$ cat src/hdl/frt_pkg.sv
// Shared types and constants for the frame slot ring tracker.
package frt_pkg;

    localparam int CMD_W  = 3;
    localparam int CFG_W  = 5;
    localparam int SLOT_W = 4;
    localparam int OUT_DESC_W = 32;

    typedef enum logic [CMD_W-1:0] {
        CMD_WR_RAW      = 3'd0,
        CMD_RD_RAW_DET  = 3'd1,
        CMD_RD_RAW_DISP = 3'd2,
        CMD_WR_DET      = 3'd3,
        CMD_RD_DET      = 3'd4,
        CMD_WR_DISP     = 3'd5,
        CMD_RD_DISP     = 3'd6
    } t_cmd;

    // Which descriptor store feeds the result of a transaction.
    typedef enum logic [1:0] {
        SRC_NONE = 2'd0,
        SRC_RAW  = 2'd1,
        SRC_DET  = 2'd2,
        SRC_DISP = 2'd3
    } t_src;

endpackage

$ cat src/hdl/frame_slot_ring_tracker.sv
// Frame slot ring tracker: raw, detection and display rings with per-slot full flags.
//
// Usage:
//   Input channel (i_valid / o_ready) carries one command and a descriptor per
//   transaction. Writes store the descriptor at the ring's write head if that slot
//   is empty; reads return the descriptor at the read head if the slot is full.
//   Raw reads keep the flag; detection and display reads clear it, and a display
//   read also frees the raw slot with the same index.
//   Output channel (o_valid / i_ready) returns ok, the slot tested and the
//   descriptor read (zero unless a read succeeded), one result per command.
//   Config channel (i_cfg_valid / o_cfg_ready, always ready) sets slots_in_use;
//   write it only while no transaction is in flight.
// Timing:
//   o_valid rises when the result register loads: the flag test and head
//   update are done in the accept cycle, the accept edge loads stage 1 and the
//   store read data, then stage 1 moves into the result register. Throughput is
//   one transaction per cycle without stalls, as each command needs one flag test
//   and head update. When the receiver stalls, the result and one in-flight
//   transaction hold and o_ready drops once both stages are occupied.
// Reset: synchronous, active low; clears all flags and heads and sets
//   slots_in_use to 16. Descriptor RAMs are not cleared.
module frame_slot_ring_tracker
    import frt_pkg::*;
#(
    parameter int MAX_SLOTS = 16,
    parameter int DESC_BITS = 32
) (
    input  logic                  i_clk,
    input  logic                  i_rst_n,
    input  logic                  i_valid,
    output logic                  o_ready,
    input  logic [CMD_W-1:0]      i_cmd,
    input  logic [31:0]           i_descriptor,
    output logic                  o_valid,
    input  logic                  i_ready,
    output logic                  o_ok,
    output logic [SLOT_W-1:0]     o_slot,
    output logic [OUT_DESC_W-1:0] o_read_descriptor,
    input  logic                  i_cfg_valid,
    output logic                  o_cfg_ready,
    input  logic [CFG_W-1:0]      i_cfg_slots_in_use
);

    localparam int HW = $clog2(MAX_SLOTS);
    localparam int LW = $clog2(MAX_SLOTS + 1);
    localparam int XW = (LW > CFG_W) ? LW : CFG_W;

    typedef logic [HW-1:0] t_head;

    // Ring state
    logic [CFG_W-1:0]     r_slots_in_use;
    logic [MAX_SLOTS-1:0] r_raw_full, n_raw_full;
    logic [MAX_SLOTS-1:0] r_det_full, n_det_full;
    logic [MAX_SLOTS-1:0] r_disp_full, n_disp_full;
    t_head r_raw_wr_head, n_raw_wr_head;
    t_head r_raw_det_head, n_raw_det_head;
    t_head r_raw_disp_head, n_raw_disp_head;
    t_head r_det_wr_head, n_det_wr_head;
    t_head r_det_rd_head, n_det_rd_head;
    t_head r_disp_wr_head, n_disp_wr_head;
    t_head r_disp_rd_head, n_disp_rd_head;

    // Pipeline
    logic  r_s1_valid;
    logic  r_s1_ok;
    t_head r_s1_slot;
    t_src  r_s1_src;
    logic                  r_o_valid;
    logic                  r_o_ok;
    logic [SLOT_W-1:0]     r_o_slot;
    logic [OUT_DESC_W-1:0] r_o_desc;

    logic  in_acc;
    logic  s1_adv;
    logic  acc_ok;
    t_head acc_slot;
    t_src  acc_src;
    logic [XW-1:0] ring_len;
    logic [XW-1:0] cfg_ext;

    logic  raw_we, det_we, disp_we;
    logic  raw_re, det_re, disp_re;
    t_head raw_waddr, det_waddr, disp_waddr;
    t_head raw_raddr, det_raddr, disp_raddr;
    logic [DESC_BITS-1:0] wdata;
    logic [DESC_BITS-1:0] raw_rdata, det_rdata, disp_rdata;
    logic [DESC_BITS-1:0] s1_desc;

    function automatic t_head advance(input t_head head, input logic [XW-1:0] len);
        logic [XW-1:0] nxt;
        nxt = XW'(head) + XW'(1);
        return (nxt >= len) ? '0 : HW'(nxt);
    endfunction

    assign s1_adv      = !r_o_valid || i_ready;
    assign o_ready     = !r_s1_valid || s1_adv;
    assign in_acc      = i_valid && o_ready;
    assign o_cfg_ready = 1'b1;
    assign wdata       = DESC_BITS'(i_descriptor);

    // Zero acts as one, anything past the ring size acts as the ring size.
    assign cfg_ext  = XW'(r_slots_in_use);
    assign ring_len = (cfg_ext == '0) ? XW'(1) :
                      (cfg_ext > XW'(MAX_SLOTS)) ? XW'(MAX_SLOTS) : cfg_ext;

    always_comb begin
        n_raw_full      = r_raw_full;
        n_det_full      = r_det_full;
        n_disp_full     = r_disp_full;
        n_raw_wr_head   = r_raw_wr_head;
        n_raw_det_head  = r_raw_det_head;
        n_raw_disp_head = r_raw_disp_head;
        n_det_wr_head   = r_det_wr_head;
        n_det_rd_head   = r_det_rd_head;
        n_disp_wr_head  = r_disp_wr_head;
        n_disp_rd_head  = r_disp_rd_head;
        acc_ok     = 1'b0;
        acc_slot   = '0;
        acc_src    = SRC_NONE;
        raw_we     = 1'b0;
        det_we     = 1'b0;
        disp_we    = 1'b0;
        raw_re     = 1'b0;
        det_re     = 1'b0;
        disp_re    = 1'b0;
        raw_waddr  = r_raw_wr_head;
        det_waddr  = r_det_wr_head;
        disp_waddr = r_disp_wr_head;
        raw_raddr  = r_raw_det_head;
        det_raddr  = r_det_rd_head;
        disp_raddr = r_disp_rd_head;
        if (in_acc) begin
            unique case (t_cmd'(i_cmd))
                CMD_WR_RAW: begin
                    acc_slot = r_raw_wr_head;
                    if (!r_raw_full[r_raw_wr_head]) begin
                        acc_ok = 1'b1;
                        raw_we = 1'b1;
                        n_raw_full[r_raw_wr_head] = 1'b1;
                        n_raw_wr_head = advance(r_raw_wr_head, ring_len);
                    end
                end
                CMD_RD_RAW_DET: begin
                    acc_slot  = r_raw_det_head;
                    raw_raddr = r_raw_det_head;
                    if (r_raw_full[r_raw_det_head]) begin
                        acc_ok  = 1'b1;
                        acc_src = SRC_RAW;
                        raw_re  = 1'b1;
                        n_raw_det_head = advance(r_raw_det_head, ring_len);
                    end
                end
                CMD_RD_RAW_DISP: begin
                    acc_slot  = r_raw_disp_head;
                    raw_raddr = r_raw_disp_head;
                    if (r_raw_full[r_raw_disp_head]) begin
                        acc_ok  = 1'b1;
                        acc_src = SRC_RAW;
                        raw_re  = 1'b1;
                        n_raw_disp_head = advance(r_raw_disp_head, ring_len);
                    end
                end
                CMD_WR_DET: begin
                    acc_slot = r_det_wr_head;
                    if (!r_det_full[r_det_wr_head]) begin
                        acc_ok = 1'b1;
                        det_we = 1'b1;
                        n_det_full[r_det_wr_head] = 1'b1;
                        n_det_wr_head = advance(r_det_wr_head, ring_len);
                    end
                end
                CMD_RD_DET: begin
                    acc_slot = r_det_rd_head;
                    if (r_det_full[r_det_rd_head]) begin
                        acc_ok  = 1'b1;
                        acc_src = SRC_DET;
                        det_re  = 1'b1;
                        n_det_full[r_det_rd_head] = 1'b0;
                        n_det_rd_head = advance(r_det_rd_head, ring_len);
                    end
                end
                CMD_WR_DISP: begin
                    acc_slot = r_disp_wr_head;
                    if (!r_disp_full[r_disp_wr_head]) begin
                        acc_ok  = 1'b1;
                        disp_we = 1'b1;
                        n_disp_full[r_disp_wr_head] = 1'b1;
                        n_disp_wr_head = advance(r_disp_wr_head, ring_len);
                    end
                end
                CMD_RD_DISP: begin
                    acc_slot = r_disp_rd_head;
                    if (r_disp_full[r_disp_rd_head]) begin
                        acc_ok  = 1'b1;
                        acc_src = SRC_DISP;
                        disp_re = 1'b1;
                        // consuming a displayed frame releases its raw slot too
                        n_disp_full[r_disp_rd_head] = 1'b0;
                        n_raw_full[r_disp_rd_head]  = 1'b0;
                        n_disp_rd_head = advance(r_disp_rd_head, ring_len);
                    end
                end
                default: begin
                end
            endcase
        end
    end

    frt_ram #(.WIDTH(DESC_BITS), .DEPTH(MAX_SLOTS)) u_raw_ram (
        .i_clk  (i_clk),
        .i_we   (raw_we),
        .i_waddr(raw_waddr),
        .i_wdata(wdata),
        .i_re   (raw_re),
        .i_raddr(raw_raddr),
        .o_rdata(raw_rdata)
    );

    frt_ram #(.WIDTH(DESC_BITS), .DEPTH(MAX_SLOTS)) u_det_ram (
        .i_clk  (i_clk),
        .i_we   (det_we),
        .i_waddr(det_waddr),
        .i_wdata(wdata),
        .i_re   (det_re),
        .i_raddr(det_raddr),
        .o_rdata(det_rdata)
    );

    frt_ram #(.WIDTH(DESC_BITS), .DEPTH(MAX_SLOTS)) u_disp_ram (
        .i_clk  (i_clk),
        .i_we   (disp_we),
        .i_waddr(disp_waddr),
        .i_wdata(wdata),
        .i_re   (disp_re),
        .i_raddr(disp_raddr),
        .o_rdata(disp_rdata)
    );

    // RAM read data holds while stage 1 is stalled: no new read is issued then.
    always_comb begin
        unique case (r_s1_src)
            SRC_RAW:  s1_desc = raw_rdata;
            SRC_DET:  s1_desc = det_rdata;
            SRC_DISP: s1_desc = disp_rdata;
            default:  s1_desc = '0;
        endcase
    end

    always_ff @(posedge i_clk) begin
        if (!i_rst_n) begin
            r_slots_in_use  <= CFG_W'(16);
            r_raw_full      <= '0;
            r_det_full      <= '0;
            r_disp_full     <= '0;
            r_raw_wr_head   <= '0;
            r_raw_det_head  <= '0;
            r_raw_disp_head <= '0;
            r_det_wr_head   <= '0;
            r_det_rd_head   <= '0;
            r_disp_wr_head  <= '0;
            r_disp_rd_head  <= '0;
            r_s1_valid      <= 1'b0;
            r_o_valid       <= 1'b0;
        end else begin
            if (i_cfg_valid) begin
                r_slots_in_use <= i_cfg_slots_in_use;
            end
            r_raw_full      <= n_raw_full;
            r_det_full      <= n_det_full;
            r_disp_full     <= n_disp_full;
            r_raw_wr_head   <= n_raw_wr_head;
            r_raw_det_head  <= n_raw_det_head;
            r_raw_disp_head <= n_raw_disp_head;
            r_det_wr_head   <= n_det_wr_head;
            r_det_rd_head   <= n_det_rd_head;
            r_disp_wr_head  <= n_disp_wr_head;
            r_disp_rd_head  <= n_disp_rd_head;
            if (o_ready) begin
                r_s1_valid <= i_valid;
            end
            if (s1_adv) begin
                r_o_valid <= r_s1_valid;
            end
        end
    end

    always_ff @(posedge i_clk) begin
        if (in_acc) begin
            r_s1_ok   <= acc_ok;
            r_s1_slot <= acc_slot;
            r_s1_src  <= acc_src;
        end
        if (r_s1_valid && s1_adv) begin
            r_o_ok   <= r_s1_ok;
            r_o_slot <= SLOT_W'(r_s1_slot);
            r_o_desc <= OUT_DESC_W'(s1_desc);
        end
    end

    assign o_valid           = r_o_valid;
    assign o_ok              = r_o_ok;
    assign o_slot            = r_o_slot;
    assign o_read_descriptor = r_o_desc;

`ifndef SYNTHESIS
    a_fail_no_source: assert property (@(posedge i_clk) disable iff (!i_rst_n)
        r_s1_valid && !r_s1_ok |-> r_s1_src == SRC_NONE)
        else $error("failed transaction selects a descriptor store");

    a_raw_write_sets_flag: assert property (@(posedge i_clk) disable iff (!i_rst_n)
        in_acc && (t_cmd'(i_cmd) == CMD_WR_RAW) |=> r_raw_full[$past(r_raw_wr_head)])
        else $error("raw write left its slot empty");

    a_disp_read_frees_raw: assert property (@(posedge i_clk) disable iff (!i_rst_n)
        in_acc && (t_cmd'(i_cmd) == CMD_RD_DISP) && r_disp_full[r_disp_rd_head]
        |=> !r_raw_full[$past(r_disp_rd_head)] && !r_disp_full[$past(r_disp_rd_head)])
        else $error("display read did not free its slots");

    a_heads_in_range: assert property (@(posedge i_clk) disable iff (!i_rst_n)
        32'(r_raw_wr_head) < MAX_SLOTS && 32'(r_det_rd_head) < MAX_SLOTS &&
        32'(r_disp_rd_head) < MAX_SLOTS)
        else $error("ring head outside the slot range");

    a_s1_holds: assert property (@(posedge i_clk) disable iff (!i_rst_n)
        r_s1_valid && !s1_adv |=> r_s1_valid && $stable(r_s1_slot) && $stable(s1_desc))
        else $error("stalled transaction lost in stage 1");
`endif

endmodule

$ cat src/hdl/frt_ram.sv
// Generic single-write, single-read RAM with registered read data.
module frt_ram #(
    parameter int WIDTH = 32,
    parameter int DEPTH = 16
) (
    input  logic                     i_clk,
    input  logic                     i_we,
    input  logic [$clog2(DEPTH)-1:0] i_waddr,
    input  logic [WIDTH-1:0]         i_wdata,
    input  logic                     i_re,
    input  logic [$clog2(DEPTH)-1:0] i_raddr,
    output logic [WIDTH-1:0]         o_rdata
);

    logic [WIDTH-1:0] r_mem [DEPTH];
    logic [WIDTH-1:0] r_rdata;

    always_ff @(posedge i_clk) begin
        if (i_we) begin
            r_mem[i_waddr] <= i_wdata;
        end
        if (i_re) begin
            r_rdata <= r_mem[i_raddr];
        end
    end

    assign o_rdata = r_rdata;

endmodule

$ cat config.mk
export PLATFORM = sky130hd
export DESIGN_NAME = frame_slot_ring_tracker
export DESIGN_NICKNAME = d
export VERILOG_FILES = /design/src/hdl/frt_pkg.sv /design/src/hdl/frame_slot_ring_tracker.sv /design/src/hdl/frt_ram.sv
export SDC_FILE = /design/constraint.sdc
export NUM_CORES = 2
export LEC_CHECK = 0
export ABC_CLOCK_PERIOD_IN_PS = 5200
export CAP_MARGIN = 20
export CORE_ASPECT_RATIO = 0.6
export CORE_MARGIN = 2
export CORE_UTILIZATION = 57
export CTS_CLUSTER_SIZE = 16
export DETAILED_ROUTE_END_ITERATION = 12
export DONT_BUFFER_PORTS = 1
export PLACE_DENSITY = 0.72
export SLEW_MARGIN = 0
export SYNTH_ARGS = -nofsm -noshare
export SYNTH_HDL_FRONTEND = slang
export SYNTH_HIERARCHICAL = 1
export SYNTH_SLANG_ARGS = --single-unit
export TNS_END_PERCENT = 1
$ cat constraint.sdc
create_clock -name i_clk -period 5.2 [get_ports i_clk]
set_clock_uncertainty 0.1 [all_clocks]
set_input_delay 0.78 -clock i_clk [delete_from_list [all_inputs] [get_ports i_clk]]
set_output_delay 0.78 -clock i_clk [all_outputs]
set_load 0.03 [all_outputs]
==> qor.json <==
{
  "status": "finished clean",
  "synth_top_area_cell": "sky130_fd_sc_hd__edfxtp_1",
  "reg2reg_slack_ns": 0.86,
  "final.min_clock_period_ns": 4.34,
  "syn_area_um2": 68500,
  "timing.rr.start": "disp_waddr[2]$_SDFFE_PN0P_",
  "routed-via-count": 35800,
  "power_density_nw_per_um2": 360,
  "fin_crit_sh": 0.835,
  "max_fanout_on_critical_path": 21,
  "cp_num_buf_inv": 2,
  "number_of_global_route_vias_before_repair": 35000,
  "critical_path.reg2reg.endpoint": "u_disp_ram/r_mem[7][28]$_DFFE_PP_",
  "critical_path.endpoint_type": "flop",
  "largest_delay_contributor_family_on_the_critical_path": "simple AND/OR/NAND/NOR gates",
  "drc_errors": 0,
  "placeable_core_area_um2": 119000,
  "leakage_component_of_the_power_nw": 23.8,
  "routed_wirelength_mm": 184,
  "route.detailed.wl_per_inst_um": 35.4,
  "number_of_enable_type_register_cells_in_the_synthesized_netlist": 1676,
  "wire_length_of_the_first_global_routing_pass_mm": 260,
  "cts.hold.buffers_added": 68,
  "path_clk_slew_ns": 0.06,
  "synthArstFlopShare": 0,
  "final_layout_size_suffix_gt1_frac": 0.244,
  "finish.net_count": 3563,
  "cts_root_buf": "sky130_fd_sc_hd__clkbuf_16",
  "hpwlAfterDp_mm": 101,
  "antenna_violating_nets_post_route": 0,
  "boundaryPins": 85,
  "critPathLaunchType": "flop",
  "floorplan.initialDensity": 0.575,
  "route.detailed.vias_per_inst": 6.88,
  "die_h_um": 273,
  "drt_first_pass_iters": 5,
  "maxSlewHeadroom": 0.234,
  "cp_slowest_stage_delay_ns": 0.82,
  "fin_tns_setup_ns": 0,
  "cts.path.max_buffers": 3,
  "postSynthRegisterBits": 1759,
  "overflow": 0,
  "first_iter_violations": 5802,
  "fraction_of_power_spent_switching_nets": 0.199,
  "holdCritStartpoint": "i_cfg_slots_in_use[3]",
  "relative_contribution_of_combinational_cells_to_total_power": 0.024,
  "rows": 98,
  "seq_area_frac_synth": 0.759,
  "tightest_slew_ns": 1.14,
  "pin_count_of_the_biggest_net_entering_global_routing": 120,
  "antenna_found_initial": 18,
  "report.final.slew_viol_count": 0,
  "portBuffers": 0,
  "crit_path_cell_trace": "mux4_2, mux4_2, or3_1, inv_4, nand3b_1, nor2_4, buf_4",
  "final-setup-viol-count": 0,
  "synth_top_cell_area_share": 0.734,
  "clkPwrFrac": 0.418,
  "ys_warn_count": 6,
  "die_x_um": 452,
  "cts_sinks": 1759,
  "postCtsSetupBuffers": 0,
  "critical-path-top-cell-by-count": "sky130_fd_sc_hd__mux4_2",
  "whs_path_cells": 2,
  "r2r_cells": 7,
  "fin_worst_hold_slack_ns": 0.0733,
  "maxClockFrequency_ghz": 0.230,
  "cp_num_cells": 7,
  "worst_ep_required_time_ns": 5.53,
  "insertion_delay_ns": 0.77,
  "kind_of_path_behind_the_tightest_hold_check": "input port to flop",
  "internal_power_summed_over_all_cells_mw": 22.4,
  "cts_max_level": 4,
  "cts_resized": 0,
  "vdd_ir_drop_max_mv": 0.324,
  "filler_cell_count": 7580,
  "cts_inserted_buffers": 152,
  "finalHoldViolations": 0,
  "groute.usage.overall": 0.302,
  "cp_slowest_cell": "sky130_fd_sc_hd__dfxtp_1",
  "post_synth_num_cell_types": 67,
  "pre_cts_slack_ns": 0.914,
  "pwr-share-seq": 0.558,
  "layout-area-overhead-vs-synth_pct": 12.9,
  "floorplan.die_area_um2": 123000,
  "rsz_0062_raised_after_global_routing": "false",
  "timing.critical_path.arrival_ns": 4.67,
  "commonest_cells_after_routing_fill_and_taps_aside": "sky130_fd_sc_hd__edfxtp_1 (1,676), sky130_fd_sc_hd__mux4_2 (410), sky130_fd_sc_hd__a22oi_1 (203), sky130_fd_sc_hd__nand2_1 (162), sky130_fd_sc_hd__clkbuf_16 (159)",
  "cap_violations": 0,
  "most_common_cell_after_layout_fill_and_taps_aside": "sky130_fd_sc_hd__edfxtp_1",
  "power.net_switching_mw": 5.54,
  "number_of_cells_produced_by_synthesis": 3336,
  "synth_area_per_cell_um2": 20.5,
  "ys_top_cells_by_area": "sky130_fd_sc_hd__edfxtp_1 (73%), sky130_fd_sc_hd__mux4_2 (13%), sky130_fd_sc_hd__dfxtp_1 (2.4%)",
  "setup_crit_path_kind": "flop to flop",
  "final_critical_path_setup_slack_ns": 0.860,
  "gp_congestion": 0.941,
  "hold_end": "cfg_ext[3]$_SDFFE_PN0P_",
  "cts_tree": "built",
  "postSynth.topFlopCell": "sky130_fd_sc_hd__edfxtp_1",
  "synth_nets": 3432
}
cells by family (layout without fill, tap and decap cells):
kind of cell               after synthesis  after routing  share of synthesized area
buffers and inverters                  221            470                     0.0145
adders and majority gates               56             56                     0.0100
and+or+nand+nor                        413            413                     0.0291
xor gates and xnor gates                13             13                    0.00166
muxes                                  471            471                      0.144
other                                    1             12                  0.0000547
AOI/OAI and AO/OA                      402            402                     0.0417
DFF                                   1759           1759                      0.759
cell type report:
| cell class | count | area, um^2 | area share |
|---|---|---|---|
| Clock buffer | 196 | 4120 | 0.0532 |
| Antenna cell | 11 | 27.5 | 0.000356 |
| Sequential cell | 1759 | 52000 | 0.672 |
| Clock inverter | 76 | 937 | 0.0121 |
| Inverter | 30 | 115 | 0.00149 |
| Multi-Input combinational cell | 1356 | 16000 | 0.207 |
| Timing Repair Buffer | 168 | 2160 | 0.0280 |
| Tap cell | 1600 | 2000 | 0.0259 |
layer usage:
metal  part of all wire  wire length (um)  global-route usage
met5            0.00015                27                   0
met4              0.025              4550              0.0867
met3               0.16             29200               0.128
met2               0.43             79500               0.419
met1               0.38             70900               0.443
power by group through the flow:
stage | registers, mW | clock network, mW | logic (mW)
2_1_floorplan | 15.9 | 0 | 0.174
3_3_place_gp | 15.9 | 0 | 0.250
3_5_place_dp | 15.9 | 0 | 0.255
4_1_cts | 15.6 | 11.8 | 0.637
5_1_grt | 15.6 | 12.3 | 0.691
6_report | 15.6 | 11.7 | 0.656
through the flow:
step	power [mW]	utilization	instances	instance area, um^2
global route	28.6	0.649	5187	77400
CTS	28.0	0.648	5179	77200
floorplan	16.1	-	3336	68500
global placement	16.1	0.596	4838	71000
finish	27.9	0.649	5196	77400
detailed placement	16.1	0.596	4839	71100
registers in the layout, summed over array words and instances, names as in the netlist, 5 cells and up:
signal	cells
u_disp_ram/r_mem	512
u_raw_ram/r_mem	512
r_raw_full	16
u_det_ram/o_rdata	32
r_disp_full	16
u_det_ram/r_mem	512
o_read_descriptor	32
u_raw_ram/o_rdata	32
u_disp_ram/o_rdata	32
cfg_ext	5
r_det_full	16
worst max path at each step:
stage	start	end	slack (ns)
finish	disp_waddr[2]$_SDFFE_PN0P_	u_disp_ram/r_mem[7][28]$_DFFE_PP_	0.86
global route	disp_waddr[2]$_SDFFE_PN0P_	u_disp_ram/r_mem[9][5]$_DFFE_PP_	0.64
CTS	disp_waddr[2]$_SDFFE_PN0P_	u_disp_ram/r_mem[9][16]$_DFFE_PP_	0.87
detailed placement	disp_waddr[2]$_SDFFE_PN0P_	u_disp_ram/r_mem[9][8]$_DFFE_PP_	0.91
global placement	i_ready	u_raw_ram/o_rdata[7]$_DFFE_PP_	1.00
floorplan	disp_waddr[1]$_SDFFE_PN0P_	u_disp_ram/r_mem[0][0]$_DFFE_PP_	-0.25
synth_stat cells, drive strengths merged, types with 32 or more instances:
cell    number
nand3       35
nor2        76
ha          51
dfxtp       83
buf         86
a21oi       57
nand2      162
edfxtp    1676
mux2        39
a22o        32
mux4       410
clkbuf     105
a22oi      203
No activity file was read; power rests on OpenSTA's default activity.
